### src/sv/afx_pkg.sv
`timescale 1ns / 1ps
// Shared types and constants for the Q16.16 affine transform engine.
// Used by the controller, the datapath, the iterative unit and the top level.
package afx_pkg;

   localparam int WORD_BITS = 32;
   localparam int MAT_DEPTH = 12;
   localparam int IDX_BITS  = 4;

   typedef logic signed [WORD_BITS-1:0]   word_type;
   typedef logic signed [2*WORD_BITS-1:0] dword_type;

   localparam word_type WORD_MAX = {1'b0, {(WORD_BITS-1){1'b1}}};
   localparam word_type WORD_MIN = {1'b1, {(WORD_BITS-1){1'b0}}};

   typedef enum logic [2:0] {
      OP_IDENTITY  = 3'd0,
      OP_SCALE     = 3'd1,
      OP_SHIFT     = 3'd2,
      OP_ROT_X     = 3'd3,
      OP_ROT_Z     = 3'd4,
      OP_VIEW      = 3'd5,
      OP_TRANSFORM = 3'd6,
      OP_NONE      = 3'd7
   } op_type;

   typedef struct packed {
      logic [2:0] operation;
      word_type   scale_factor;
      word_type   cos_value;
      word_type   sin_value;
      word_type   x_coord;
      word_type   y_coord;
      word_type   z_coord;
   } req_type;

   typedef struct packed {
      word_type out_x;
      word_type out_y;
      word_type out_z;
      logic     saturated;
   } rsp_type;

   typedef enum logic [2:0] {
      OPN_COS, OPN_SIN, OPN_RDA, OPN_RDB, OPN_SF, OPN_PX, OPN_PY, OPN_PZ
   } opnd_type;

   typedef enum logic [1:0] {ACC_NONE, ACC_ADD, ACC_SUB} acc_op_type;
   typedef enum logic [1:0] {LHS_T, LHS_ACC, LHS_RDA} lhs_type;
   typedef enum logic [2:0] {RHS_PROD, RHS_RDA, RHS_PX, RHS_PY, RHS_PZ} rhs_type;
   typedef enum logic {WR_ACC, WR_PROD} wr_src_type;
   typedef enum logic [2:0] {LD_NONE, LD_V, LD_COS_Q, LD_SIN_Q, LD_XROT} ld_type;
   typedef enum logic {IT_SQRT, IT_DIV} it_mode_type;

   typedef enum logic [4:0] {
      S_IDLE,
      S_SCL_RD, S_SCL_MUL, S_SCL_WR,
      S_SFT_RD, S_SFT_SUB, S_SFT_WR,
      S_ROT_RD, S_ROT_M0, S_ROT_M1, S_ROT_M2, S_ROT_M3, S_ROT_A1, S_ROT_W1,
      S_TR_RD0, S_TR_MR1, S_TR_MR2, S_TR_MR3, S_TR_A2, S_TR_A3, S_TR_OUT,
      S_VW_SQX, S_VW_SQY, S_VW_SUM, S_VW_GO, S_VW_ROOT, S_VW_CHK,
      S_VW_DIVY, S_VW_DIVX, S_VW_XSET
   } state_type;

   typedef struct packed {
      logic                take;
      logic                clear;
      logic                rd_en;
      logic [IDX_BITS-1:0] rd_addr_a;
      logic [IDX_BITS-1:0] rd_addr_b;
      logic                mul_en;
      logic                mul_chk;
      opnd_type            mul_a;
      opnd_type            mul_b;
      logic                t_load;
      acc_op_type          acc_op;
      lhs_type             acc_lhs;
      rhs_type             acc_rhs;
      logic                wr_en;
      logic [IDX_BITS-1:0] wr_addr;
      wr_src_type          wr_src;
      logic                out_load;
      logic [1:0]          out_row;
      logic                rsp_load;
      logic                sq_first;
      logic                sq_add;
      logic                it_start;
      it_mode_type         it_mode;
      logic                div_x;
      ld_type              ld;
   } cmd_type;

   typedef struct packed {
      logic it_done;
      logic v_zero;
      logic rsp_free;
   } sts_type;

endpackage

### src/sv/afx_ctrl.sv
`timescale 1ns / 1ps
// Controller state machine: sequences each request into datapath commands.
// Uses afx_pkg; pairs with afx_dp.
module afx_ctrl
   import afx_pkg::*;
(
   input  logic       clock,
   input  logic       reset,
   input  logic       req_valid,
   input  logic [2:0] req_op,
   output logic       req_stall,
   input  sts_type    sts,
   output cmd_type    cmd
);

   state_type  state_ff, state_in;
   logic [3:0] cnt_ff, cnt_in;
   logic       pair_ff, pair_in;
   logic       view_ff, view_in;
   logic [1:0] row_a, row_b, col;
   logic       accept;

   always_ff @(posedge clock) begin
      if (reset) begin
         state_ff <= S_IDLE;
         cnt_ff   <= '0;
         pair_ff  <= 1'b0;
         view_ff  <= 1'b0;
      end else begin
         state_ff <= state_in;
         cnt_ff   <= cnt_in;
         pair_ff  <= pair_in;
         view_ff  <= view_in;
      end
   end

   assign req_stall = state_ff != S_IDLE;
   assign accept    = req_valid && (state_ff == S_IDLE);
   assign col       = cnt_ff[1:0];
   assign row_a     = {1'b0, pair_ff};
   assign row_b     = pair_ff ? 2'd2 : 2'd1;

   always_comb begin
      state_in = state_ff;
      cnt_in   = cnt_ff;
      pair_in  = pair_ff;
      view_in  = view_ff;
      cmd      = '0;
      case (state_ff)
         S_IDLE: begin
            cmd.take = accept;
            if (accept) begin
               cnt_in  = '0;
               view_in = 1'b0;
               case (op_type'(req_op))
                  OP_IDENTITY:  cmd.clear = 1'b1;
                  OP_SCALE:     state_in = S_SCL_RD;
                  OP_SHIFT:     state_in = S_SFT_RD;
                  OP_ROT_X: begin
                     pair_in  = 1'b1;
                     state_in = S_ROT_RD;
                  end
                  OP_ROT_Z: begin
                     pair_in  = 1'b0;
                     state_in = S_ROT_RD;
                  end
                  OP_VIEW: begin
                     view_in  = 1'b1;
                     state_in = S_VW_SQX;
                  end
                  OP_TRANSFORM: state_in = S_TR_RD0;
                  default:      state_in = S_IDLE;
               endcase
            end
         end
         S_SCL_RD: begin
            cmd.rd_en     = 1'b1;
            cmd.rd_addr_a = cnt_ff;
            cmd.rd_addr_b = cnt_ff;
            state_in      = S_SCL_MUL;
         end
         S_SCL_MUL: begin
            cmd.mul_en  = 1'b1;
            cmd.mul_chk = 1'b1;
            cmd.mul_a   = OPN_RDA;
            cmd.mul_b   = OPN_SF;
            state_in    = S_SCL_WR;
         end
         S_SCL_WR: begin
            cmd.wr_en   = 1'b1;
            cmd.wr_addr = cnt_ff;
            cmd.wr_src  = WR_PROD;
            if (cnt_ff == 4'(MAT_DEPTH - 1)) begin
               state_in = S_IDLE;
            end else begin
               cnt_in   = cnt_ff + 4'd1;
               state_in = S_SCL_RD;
            end
         end
         S_SFT_RD: begin
            cmd.rd_en     = 1'b1;
            cmd.rd_addr_a = {col, 2'd3};
            cmd.rd_addr_b = {col, 2'd3};
            state_in      = S_SFT_SUB;
         end
         S_SFT_SUB: begin
            cmd.acc_op  = ACC_SUB;
            cmd.acc_lhs = LHS_RDA;
            case (col)
               2'd0:    cmd.acc_rhs = RHS_PX;
               2'd1:    cmd.acc_rhs = RHS_PY;
               default: cmd.acc_rhs = RHS_PZ;
            endcase
            state_in = S_SFT_WR;
         end
         S_SFT_WR: begin
            cmd.wr_en   = 1'b1;
            cmd.wr_addr = {col, 2'd3};
            cmd.wr_src  = WR_ACC;
            if (col == 2'd2) begin
               state_in = S_IDLE;
            end else begin
               cnt_in   = cnt_ff + 4'd1;
               state_in = S_SFT_RD;
            end
         end
         S_ROT_RD: begin
            cmd.rd_en     = 1'b1;
            cmd.rd_addr_a = {row_a, col};
            cmd.rd_addr_b = {row_b, col};
            state_in      = S_ROT_M0;
         end
         S_ROT_M0: begin
            cmd.mul_en  = 1'b1;
            cmd.mul_chk = 1'b1;
            cmd.mul_a   = OPN_COS;
            cmd.mul_b   = OPN_RDA;
            state_in    = S_ROT_M1;
         end
         S_ROT_M1: begin
            cmd.mul_en  = 1'b1;
            cmd.mul_chk = 1'b1;
            cmd.mul_a   = OPN_SIN;
            cmd.mul_b   = OPN_RDB;
            cmd.t_load  = 1'b1;
            state_in    = S_ROT_M2;
         end
         S_ROT_M2: begin
            cmd.mul_en  = 1'b1;
            cmd.mul_chk = 1'b1;
            cmd.mul_a   = OPN_SIN;
            cmd.mul_b   = OPN_RDA;
            cmd.acc_op  = ACC_SUB;
            cmd.acc_lhs = LHS_T;
            cmd.acc_rhs = RHS_PROD;
            state_in    = S_ROT_M3;
         end
         S_ROT_M3: begin
            cmd.mul_en  = 1'b1;
            cmd.mul_chk = 1'b1;
            cmd.mul_a   = OPN_COS;
            cmd.mul_b   = OPN_RDB;
            cmd.t_load  = 1'b1;
            cmd.wr_en   = 1'b1;
            cmd.wr_addr = {row_a, col};
            cmd.wr_src  = WR_ACC;
            state_in    = S_ROT_A1;
         end
         S_ROT_A1: begin
            cmd.acc_op  = ACC_ADD;
            cmd.acc_lhs = LHS_T;
            cmd.acc_rhs = RHS_PROD;
            state_in    = S_ROT_W1;
         end
         S_ROT_W1: begin
            cmd.wr_en   = 1'b1;
            cmd.wr_addr = {row_b, col};
            cmd.wr_src  = WR_ACC;
            if (col == 2'd3) begin
               cnt_in   = '0;
               state_in = (view_ff && !pair_ff) ? S_VW_XSET : S_IDLE;
            end else begin
               cnt_in   = cnt_ff + 4'd1;
               state_in = S_ROT_RD;
            end
         end
         S_TR_RD0: begin
            cmd.rd_en     = 1'b1;
            cmd.rd_addr_a = {col, 2'd0};
            cmd.rd_addr_b = {col, 2'd0};
            state_in      = S_TR_MR1;
         end
         S_TR_MR1: begin
            cmd.mul_en    = 1'b1;
            cmd.mul_chk   = 1'b1;
            cmd.mul_a     = OPN_RDA;
            cmd.mul_b     = OPN_PX;
            cmd.rd_en     = 1'b1;
            cmd.rd_addr_a = {col, 2'd1};
            cmd.rd_addr_b = {col, 2'd1};
            state_in      = S_TR_MR2;
         end
         S_TR_MR2: begin
            cmd.mul_en    = 1'b1;
            cmd.mul_chk   = 1'b1;
            cmd.mul_a     = OPN_RDA;
            cmd.mul_b     = OPN_PY;
            cmd.rd_en     = 1'b1;
            cmd.rd_addr_a = {col, 2'd2};
            cmd.rd_addr_b = {col, 2'd2};
            cmd.t_load    = 1'b1;
            state_in      = S_TR_MR3;
         end
         S_TR_MR3: begin
            cmd.mul_en    = 1'b1;
            cmd.mul_chk   = 1'b1;
            cmd.mul_a     = OPN_RDA;
            cmd.mul_b     = OPN_PZ;
            cmd.rd_en     = 1'b1;
            cmd.rd_addr_a = {col, 2'd3};
            cmd.rd_addr_b = {col, 2'd3};
            cmd.acc_op    = ACC_ADD;
            cmd.acc_lhs   = LHS_T;
            cmd.acc_rhs   = RHS_PROD;
            state_in      = S_TR_A2;
         end
         S_TR_A2: begin
            cmd.acc_op  = ACC_ADD;
            cmd.acc_lhs = LHS_ACC;
            cmd.acc_rhs = RHS_PROD;
            state_in    = S_TR_A3;
         end
         S_TR_A3: begin
            cmd.acc_op   = ACC_ADD;
            cmd.acc_lhs  = LHS_ACC;
            cmd.acc_rhs  = RHS_RDA;
            cmd.out_load = 1'b1;
            cmd.out_row  = col;
            if (col == 2'd2) begin
               state_in = S_TR_OUT;
            end else begin
               cnt_in   = cnt_ff + 4'd1;
               state_in = S_TR_RD0;
            end
         end
         S_TR_OUT: begin
            if (sts.rsp_free) begin
               cmd.rsp_load = 1'b1;
               state_in     = S_IDLE;
            end
         end
         S_VW_SQX: begin
            cmd.mul_en = 1'b1;
            cmd.mul_a  = OPN_PX;
            cmd.mul_b  = OPN_PX;
            state_in   = S_VW_SQY;
         end
         S_VW_SQY: begin
            cmd.mul_en   = 1'b1;
            cmd.mul_a    = OPN_PY;
            cmd.mul_b    = OPN_PY;
            cmd.sq_first = 1'b1;
            state_in     = S_VW_SUM;
         end
         S_VW_SUM: begin
            cmd.sq_add = 1'b1;
            state_in   = S_VW_GO;
         end
         S_VW_GO: begin
            cmd.it_start = 1'b1;
            cmd.it_mode  = IT_SQRT;
            state_in     = S_VW_ROOT;
         end
         S_VW_ROOT: begin
            if (sts.it_done) begin
               cmd.ld   = LD_V;
               state_in = S_VW_CHK;
            end
         end
         S_VW_CHK: begin
            if (sts.v_zero) begin
               state_in = S_VW_XSET;
            end else begin
               cmd.it_start = 1'b1;
               cmd.it_mode  = IT_DIV;
               cmd.div_x    = 1'b0;
               state_in     = S_VW_DIVY;
            end
         end
         S_VW_DIVY: begin
            if (sts.it_done) begin
               cmd.ld       = LD_COS_Q;
               cmd.it_start = 1'b1;
               cmd.it_mode  = IT_DIV;
               cmd.div_x    = 1'b1;
               state_in     = S_VW_DIVX;
            end
         end
         S_VW_DIVX: begin
            cmd.div_x = 1'b1;
            if (sts.it_done) begin
               cmd.ld   = LD_SIN_Q;
               pair_in  = 1'b0;
               cnt_in   = '0;
               state_in = S_ROT_RD;
            end
         end
         S_VW_XSET: begin
            cmd.ld   = LD_XROT;
            pair_in  = 1'b1;
            cnt_in   = '0;
            state_in = S_ROT_RD;
         end
         default: state_in = S_IDLE;
      endcase
   end

endmodule

### config.mk
export PLATFORM = sky130hd
export DESIGN_NAME = afx_ctrl
export DESIGN_NICKNAME = d
export VERILOG_FILES = /design/src/sv/afx_pkg.sv /design/src/sv/afx_ctrl.sv
export SDC_FILE = /design/constraint.sdc
export NUM_CORES = 1
export LEC_CHECK = 0
export BUFFER_PORTS_ARGS = -buffer_cell sky130_fd_sc_hd__buf_2
export CORE_MARGIN = 4
export CORE_UTILIZATION = 48
export CTS_CLUSTER_DIAMETER = 150
export DETAILED_ROUTE_END_ITERATION = 6
export PLACE_DENSITY = 0.83
export SKIP_LAST_GASP = 1
export SYNTH_ARGS = -nofsm -noshare
export SYNTH_HDL_FRONTEND = slang
export SYNTH_SLANG_ARGS = --single-unit
export TNS_END_PERCENT = 1
### constraint.sdc
create_clock -name clock -period 1.94 [get_ports clock]
set_input_delay 0.388 -clock clock [delete_from_list [all_inputs] [get_ports clock]]
set_output_delay 0.388 -clock clock [all_outputs]
set_load 0.01 [all_outputs]
Word level (Yosys, flattened, before mapping)
Cells that the tools add are included.

word-level totals
  word-level logic and storage cells = 121
  input port bits = 9
  RAM bits = 0
  bits in registers = 11
  memories = 0
  latch bits = 0
  ROM bits = 0

cells by class
  bitwise operators = 0
  reduce and logical (&&, ||, !) cells = 20
  divide/modulo/power cells = 0
  equality and inequality tests = 48
  multipliers = 0
  order comparisons = 0
  add/sub/neg operators = 1
  shift-type cells = 0
  multiplexer cells = 48

operators with widths
  cell                count
  $pmux 5 s30         1
  $eq 5x5->1 const B  14
  $pmux 6 s10         1
  $pmux 9 s6          1
  $eq 5x4->1 const B  8
  $mux 5              8
  $pmux 7 s5          1
  $pmux 5 s6          1
  $pmux 4 s6          1
  $pmux 6 s4          1
  $eq 5x3->1 const B  4
  $mux 4              5
  $ne 2x2->1 const B  8
  $mux 1              14
  $mux 3              4
  $pmux 3 s4          1
  $eq 5x2->1 const B  2
  $reduce_or 10->1    1
  $eq 3x3->1 const B  3
  $reduce_or 2->1     4
  $reduce_or 8->1     1
  $eq 3x2->1 const B  2
  $mux 2              3
  $mux 6              1
  24 further kinds    27

Longest topological paths before layout
  depth in word-level cells = 5
  mapped depth = 9

Worst setup path after synthesis
OpenSTA, ideal clock, no wires.

  kind = register -> output
  start point = reg state_ff[1]
  end point = out cmd[39] in the netlist's numbering
  path buffers = 5
  cell stages (with the launch flop) = 10
  arrival = 1.699 ns
  data required time = 1.552 ns
  path slack = -0.147 ns
  path through = dfxtp_1 > buf_2 > buf_2 > buf_2 > buf_2 > nand3_1 > a21oi_1 > a21oi_1 > nor2_1 > buf_4

RTL lines
  what                    line            RTL
  start, declared         afx_ctrl.sv:16  state_type state_ff, state_in;
  start signal, assigned  afx_ctrl.sv:30  state_ff <= state_in;
  end, declared           afx_ctrl.sv:13  output cmd_type cmd

==> impl_metrics.yaml <==
clock_tree:
  clk_latency_ps: 260
  cts_tree: "built"
  clockBufferDepth: 2
  cts_buffers: 3
  clockRootBuffer: "clkbuf_8"
  clock_sinks: 11
  hold_buffers: 0
  htree_levels: 1
  path_clk_slew_ps: 60
critical_path:
  endpoint_kind: "primary output"
  arrival_ps: 1830
  start_kind: "register"
  crit_fanout: 8
  worstPathRequired_ps: 1550
  critPathKind: "reg2out"
route:
  routedWlPerCell_um: 18.8
  routed_wl_mm: 8.47
  firstDrtPassIters: 7
  viasPerCell: 6.71
  drc: 10
  drt_iter0_drc: 598
  final_antenna_net_count: 0
  num_vias: 3028
timing:
  fin_crit_sh_pct: 114
  rsz0062_at_grt: "yes"
  worst_slack_ps: -278
  worstMarginPinSlew_ps: 622
  setup_viol: 48
  hold_viol: 0
  slew_headroom_pct: 58.3
  final.min_clock_period_ps: 2220
  fin_worst_skew_ps: 5.59
  fmax_mhz: 451
  totalNegativeSetupSlack_ps: -6390
  drv_slew: 0
global_routing:
  grt.overflow.total: 0
  grt_pass1_vias: 2732
  grt_pass1_wl_mm: 13.3
  antenna_found_initial: 0
  grt_usage_pct: 32.2
  grt_max_degree: 29
synth:
  synthFlopType: "dfxtp_1"
  syn_area_mm2: 0.00193
  netlist_top_cells_area: "dfxtp_1 (11%), a21oi_1 (5.7%), nand2_1 (5.6%)"
  synth_cell_types: 55
  synth_nets: 320
  netlist.area_leader.share_pct: 11.4
  avgSynthCellArea_um2: 6.31
  yosys_register_bits: 11
  synthCells: 306
  synth_top_area_cell: "dfxtp_1"
  async_flop_share_pct: 0
  yosys-top-cells-count: "nand2_1 (29), nor2_1 (29), a21oi_1 (22)"
  yosysWarnings: 0
  seq_area_frac_synth_pct: 11.4
  synth-edff-count: 0
job:
  cap_violations: 0
pwr:
  vdd_ir_drop_max_v: 0.000633
  power_density_mw_per_mm2: 1150
  p_leak_nw: 1.32
floorplan:
  core_area_mm2: 0.00377
  placementRows: 22
  die_w_um: 71.4
  start_util_pct: 51.2
  die_area_mm2: 0.00510
  die_h_um: 71.4
  io_pins: 55
place:
  post-dp-hpwl_mm: 6.15
  place_congestion: 1.05
  dp.cells: 445
  port_buffers: 54
cells_and_area:
  drive_above_1_share_pct: 38.2
  fin_cells: 451
  syn2layout_area_growth_pct: 43.3
  fillers: 267
  nets: 418
  antennaDiodeCount: 0
status:
  status: "finished, violations left"
  violations: "design-rule violations, negative setup slack"
min_path:
  hold_path.class: "in2reg"
cells by family (layout without fill, tap and decap cells):
family,count (synthesis),after routing,synth area share [%]
simple gates,146,146,39.4
fa+ha+maj,5,5,3.24
buf+inv,42,139,10.1
xor+xnor,2,2,0.907
compound gates,97,97,33.4
mux,3,3,1.55
flops,11,11,11.4
per-layer routing:
metal	routed length, um	up-vias	GRT usage, %	part of all wire, %
li1	-	1316	-	-
met1	2970	1350	41.1	35
met2	3700	293	50.7	44
met3	1270	69	7.57	15
met4	525	0	15.9	6.2
met5	0	-	0	0
cells in the final DEF (no fill, tap or decap), types with 3 or more instances in the layout:
master	instances
a21o_1	5
a21oi_1	21
a221oi_1	3
a22o_1	3
a22oi_1	3
a31oi_1	4
a32oi_1	3
and2_1	3
buf_2	54
buf_4	63
buf_6	3
clkbuf_8	3
dfxtp_1	7
ha_1	5
inv_1	14
mux2i_1	3
nand2_1	26
nand2_2	3
nand2b_1	9
nand3_1	16
nand3b_1	4
nor2_1	26
nor2b_1	7
nor3_1	18
nor3b_1	4
nor4_1	5
o211ai_1	3
o21a_1	3
o21ai_0	18
o21ai_1	3
o22ai_1	3
o31a_1	3
or2_2	3
power breakdown:
part | internal (mW) | total, mW | switching [mW]
Clock | 0.143 | 0.261 | 0.118
Sequential | 0.278 | 0.375 | 0.0961
Combinational | 1.12 | 2.54 | 1.41
Total | 1.54 | 3.17 | 1.63
worst paths after layout:
path | depth (start not counted) | endpoint | start | slack [ps]
setup / recovery | 5 | cmd[13] | state_ff[1] | -280
hold / removal | 3 | view_ff | req_valid | 450
setup reg to reg | 6 | cnt_ff[2] | state_ff[1] | -110
hold reg to reg | 2 | view_ff | view_ff | 460
area by class of cell:
class                      count  area (um2)  share of cell area [%]
multi-input combinational    253        1580                    57.2
timing repair buffer         121         797                    28.8
sequential                    11         230                    8.31
tap                           48        60.1                    2.17
inverter                      14        52.6                    1.90
clock buffer                   3        41.3                    1.49
clock inverter                 1        5.00                   0.181
flip-flops by register name (all words and copies together) (netlist names):
register  count
pair_ff       1
state_ff      5
cnt_ff        4
view_ff       1
worst max-delay path, stage by stage, from the launching register on:
cell and delay, ps:
dfxtp_4 430, nand2_1 220, or3_1 380, a21oi_2 220, o21a_1 190, buf_2 140
what timing repair did:
item,CTS,global route
resized for setup,15,11
endpoints found under the hold margin,0,0
setup endpoints to repair,50,52
pin swaps,4,2
setup buffers,2,0
through the flow:
stage / setup slack, ps / total power, mW / instance area [um2] / hold WS (ps) / util, %
2_1_floorplan: -87.6 / 1.67 / 1940 / 437 / -
3_3_place_gp: -73.7 / 2.56 / 2630 / 448 / 69.6
3_5_place_dp: -111 / 2.61 / 2630 / 453 / 69.6
4_1_cts: -192 / 2.96 / 2730 / 435 / 72.4
5_1_grt: -269 / 3.33 / 2770 / 460 / 73.4
6_report: -278 / 3.17 / 2770 / 455 / 73.4
No activity file was read; power rests on OpenSTA's default activity.
